[src/rtl/pmkid_ram.sv]
// Generic single-write, single-read RAM with registered read data.
`timescale 1ns / 1ps
module pmkid_ram #(
  parameter int WIDTH = 8,
  parameter int DEPTH = 16
) (
  input  logic                             clk_i,
  input  logic                             we_i,
  input  logic [$clog2(DEPTH > 1 ? DEPTH : 2)-1:0] waddr_i,
  input  logic [WIDTH-1:0]                 wdata_i,
  input  logic [$clog2(DEPTH > 1 ? DEPTH : 2)-1:0] raddr_i,
  output logic [WIDTH-1:0]                 rdata_o
);

  logic [WIDTH-1:0] mem_q [DEPTH];
  logic [WIDTH-1:0] rdata_q;

  always_ff @(posedge clk_i) begin
    if (we_i) begin
      mem_q[waddr_i] <= wdata_i;
    end
    rdata_q <= mem_q[raddr_i];
  end

  assign rdata_o = rdata_q;

endmodule

[config.mk]
export PLATFORM = sky130hd
export DESIGN_NAME = pmkid_ram
export DESIGN_NICKNAME = d
export VERILOG_FILES = /design/src/rtl/pmkid_ram.sv
export SDC_FILE = /design/constraint.sdc
export NUM_CORES = 1
export LEC_CHECK = 0
export ABC_CLOCK_PERIOD_IN_PS = 3550
export BUFFER_PORTS_ARGS = -buffer_cell sky130_fd_sc_hd__buf_4
export CORE_MARGIN = 2
export CORE_UTILIZATION = 45
export CTS_CLUSTER_SIZE = 40
export DETAILED_ROUTE_END_ITERATION = 10
export GPL_TIMING_DRIVEN = 0
export HOLD_SLACK_MARGIN = 0.05
export SYNTH_ARGS = -nofsm -noshare
export SYNTH_HDL_FRONTEND = slang
export SYNTH_SLANG_ARGS = --single-unit
[constraint.sdc]
create_clock -name clk_i -period 3.55 [get_ports clk_i]
set_clock_uncertainty 0.15 [all_clocks]
set_input_delay 0.355 -clock clk_i [delete_from_list [all_inputs] [get_ports clk_i]]
set_output_delay 0.355 -clock clk_i [all_outputs]
set_load 0.01 [all_outputs]
==> summary by stage <==
Critical path
The critical path goes through buf_4, or3b_2, nor3_1. For this run, the slowest stage of the critical path takes between 0.9 and 1 ns. Data arrives at the worst endpoint at 1.97 ns.

The critical path endpoint category is a flop. The path type of the worst setup path is input port to flop. The largest individual stage delay along the critical path comes from the cell nor3_1. The required time reported for the critical path endpoint is 3.42 ns. STA classifies the critical path startpoint as an input port. The maximum fanout along the worst path is 8.

Placed design
The number of placed instances with taps included is between 300 and 400. The number of buffers inserted by port buffering is 24. The last weighted congestion value of the routability-driven placer is between 0.7 and 0.8. Timing analysis after detailed placement gives a worst setup slack of 0.977 ns. The placed wire-length estimate after detailed placement is 6110 um.

Global routing
The global-route wire length before repair is approximately 15,000 um. The total overflow left after global routing is 0. The via count of the first global-routing pass is between 2,000 and 2,500. The largest net degree at the start of global routing is 17. The number of antenna violations at the first check in global routing came to 0. In the global route stage, overall resource usage came out at ~17%.

STA
The final number of hold-violating endpoints was 0. Setup repair after global routing left no endpoint under its margin. Setup violations remaining at the end of the flow were counted as 0. The share of the cycle needed by the critical path after routing is about three fifths.

Setup slack closes at between 1 and 1.5 ns. The relative slew slack is 15.1%. At the pin with the least slew margin, the transition time is 1.26 ns. The final number of max-transition violations is 0. The shortest clock period the worst path allows after layout is approximately 2.1 ns. For this run, the top clock speed supported by timing is around 0.48 GHz. The sum of negative setup slack is 0 ns.

Layout
The repair_antennas step left the layout with diodes totalling 0. At the end of the flow the core is filled with cells to a little over half. From synthesis to final layout, the design area changed by 18.1%. Leaving out filler cells and counting taps, the final layout contains between 400 and 500. The total of fill cells in the finished design is about 850. The final layout contains between 200 and 300 nets. The layout cell share with drive strength beyond 1 is between 20 and 30%.

Clock network
The number of resized instances in the post-cts repair step is 0. The clock tree from TritonCTS is built. The root buffer cell chosen for the clock tree is clkbuf_16.

Hold repair after CTS inserted 0 buffers. The clock latency reported for the late side of the worst-skew pair is between 0.4 and 0.5 ns. The maximum root-to-sink buffer count is 2.

The clock tree synthesis step divided the H-tree into 4 levels. The clock edge transition at the registers on the reported setup and hold paths is around 0.05 ns. Counting every sink on the clock net gives between 100 and 150. The number of CTS-inserted buffers is 17. Buffers added to address setup during post-CTS repair amount to 0.

Yosys
The fraction of synthesized cell area taken by the top area cell type is roughly 75%. The sequential-to-total area share from yosys stat is 77.8%. The post-synthesis average cell area is between 20 and 25 um^2.

The distinct cell type count after synthesis is 19. Synthesis produced between 200 and 250 cells. The synthesized cell area is about 0.0051 mm^2. Ranked by total cell area, the synthesized netlist is headed by edfxtp_1 (75%), mux4_2 (7.9%), mux4_1 (7.1%), dfxtp_1 (3.1%), a22oi_1 (2.3%). The number of register bits inferred by synthesis is about 140.

Yosys printed 0 warnings. The synthesized netlist net count is 247. The cell type with the largest total area after synthesis is edfxtp_1.

Power
The analysis attributes to cell leakage a power of 2.05 nW. The worst supply voltage drop on vdd is between 0.2 and 0.25 mV. The overall power after layout is about 0.0037 W. The power per cell area is between 600 and 700 mW/mm^2.

Floorplan
The number of placement rows is 39. The die is 111 um wide. Pin placement for this block handled 26 I/O pins. The area inside the core boundary is about 0.011 mm^2.

From bottom edge to top edge, the die measures 111 um. The initial utilization of the core area, before any placement, comes to between 40% and 50%. The die covers between 0.01 and 0.015 mm^2.

Drt
The average wire per cell in the routed design is between 20 and 25 um. Once detail routing completed, the nets flagged for antenna violations numbered 0. The total vias in the final route is 2,366. The number of design-rule violations left by the first detailed-router iteration is roughly 140. In the routed layout, each cell is associated on average with a via count of roughly 5.5. The number of remaining DRC errors is 0. The first detailed-routing pass took 5 iterations.

The overall routed net length is just under 10,000 um.

Min path
The min-delay analysis places its worst path in the category input port to flop.

Flow run
The number of max-cap violations is 0.

Outcome
The flow ran to the end, and the final reports show no timing, DRC or antenna violations.
## cell type report
| type | count | area (um^2) | area share (%) |
|---|---|---|---|
| sequential | 136 | 4000 | 65.8 |
| tap | 143 | 179 | 2.94 |
| buffer | 10 | 86.3 | 1.42 |
| timing repair buffer | 24 | 180 | 2.96 |
| clock inverter | 12 | 133 | 2.18 |
| clock buffer | 20 | 437 | 7.18 |
| multi-input combinational | 83 | 1060 | 17.5 |
## per-layer routing
metal	share of wire, %	track usage [%]
met5	0	0
met4	0.48	5.25
met3	6.8	5.19
met2	50	26.9
met1	43	24.0
## cell usage after synthesis
cell type          n
clkdlybuf4s25_2    3
or3b_2             1
buf_2              3
dfxtp_1            8
edfxtp_1         128
and2b_1            1
nor3_1             4
nor2_1            13
nand3b_1           2
mux4_1            14
and2_1             1
nor2b_1            1
nand3_1            1
a22oi_1           16
nand2_1            9
buf_6              3
nand2b_1           2
buf_4              1
mux4_2            18
## power breakdown
group	switching, W	internal, W
logic	0.000102	0.0000821
clock network	0.000599	0.00109
registers	0.00000838	0.00180
## worst max-delay path, delay by kind of cell
family / cells / cell delay [ns]
AND/OR/NAND/NOR: 2 / 1.49
buffers and inverters: 1 / 0.12
## cell usage in the layout (no fill, tap or decap), drive strengths merged
cell / n
edfxtp: 128
mux4: 32
a22oi: 16
clkinv: 9
clkbuf: 20
nand3: 1
nor2b: 1
nand2: 9
nor3: 4
dfxtp: 8
nand2b: 2
and2b: 1
nand3b: 2
bufinv: 3
or3b: 1
clkdlybuf4s25: 3
and2: 1
nor2: 13
buf: 31
## path summary, 6_finish.rpt
| check | startpoint | endpoint | slack (ns) | depth (start not counted) |
|---|---|---|---|---|
| setup / recovery | waddr_i[2] | mem_q[0][6] | 1.45 | 3 |
| hold reg to reg | mem_q[11][1] | rdata_o[1] | 0.53 | 3 |
| hold / removal | wdata_i[2] | mem_q[10][2] | 0.13 | 1 |
| setup reg to reg | mem_q[5][0] | rdata_o[0] | 1.95 | 3 |
## state kept, by name, indices dropped and copies added (netlist names)
signal / count
mem_q: 128
rdata_o: 8
## per-stage QoR
stage | hold WS [ns] | area, um^2
after floorplan | 0.304 | 5150
after global placement | 0.507 | 5510
after detailed placement | 0.523 | 5510
after CTS | 0.111 | 6080
after global routing | 0.127 | 6080
final | 0.128 | 6080
## logic make-up (layout without fill, tap and decap cells)
kind of cell / Yosys count / after routing / synth area share [%]
DFF: 136 / 136 / 77.8
and+or+nand+nor: 35 / 35 / 3.18
muxes: 32 / 32 / 15.0
buffers and inverters: 10 / 66 / 1.68
AOI/OAI and AO/OA: 16 / 16 / 2.33
(Power assumes the default switching activity.)
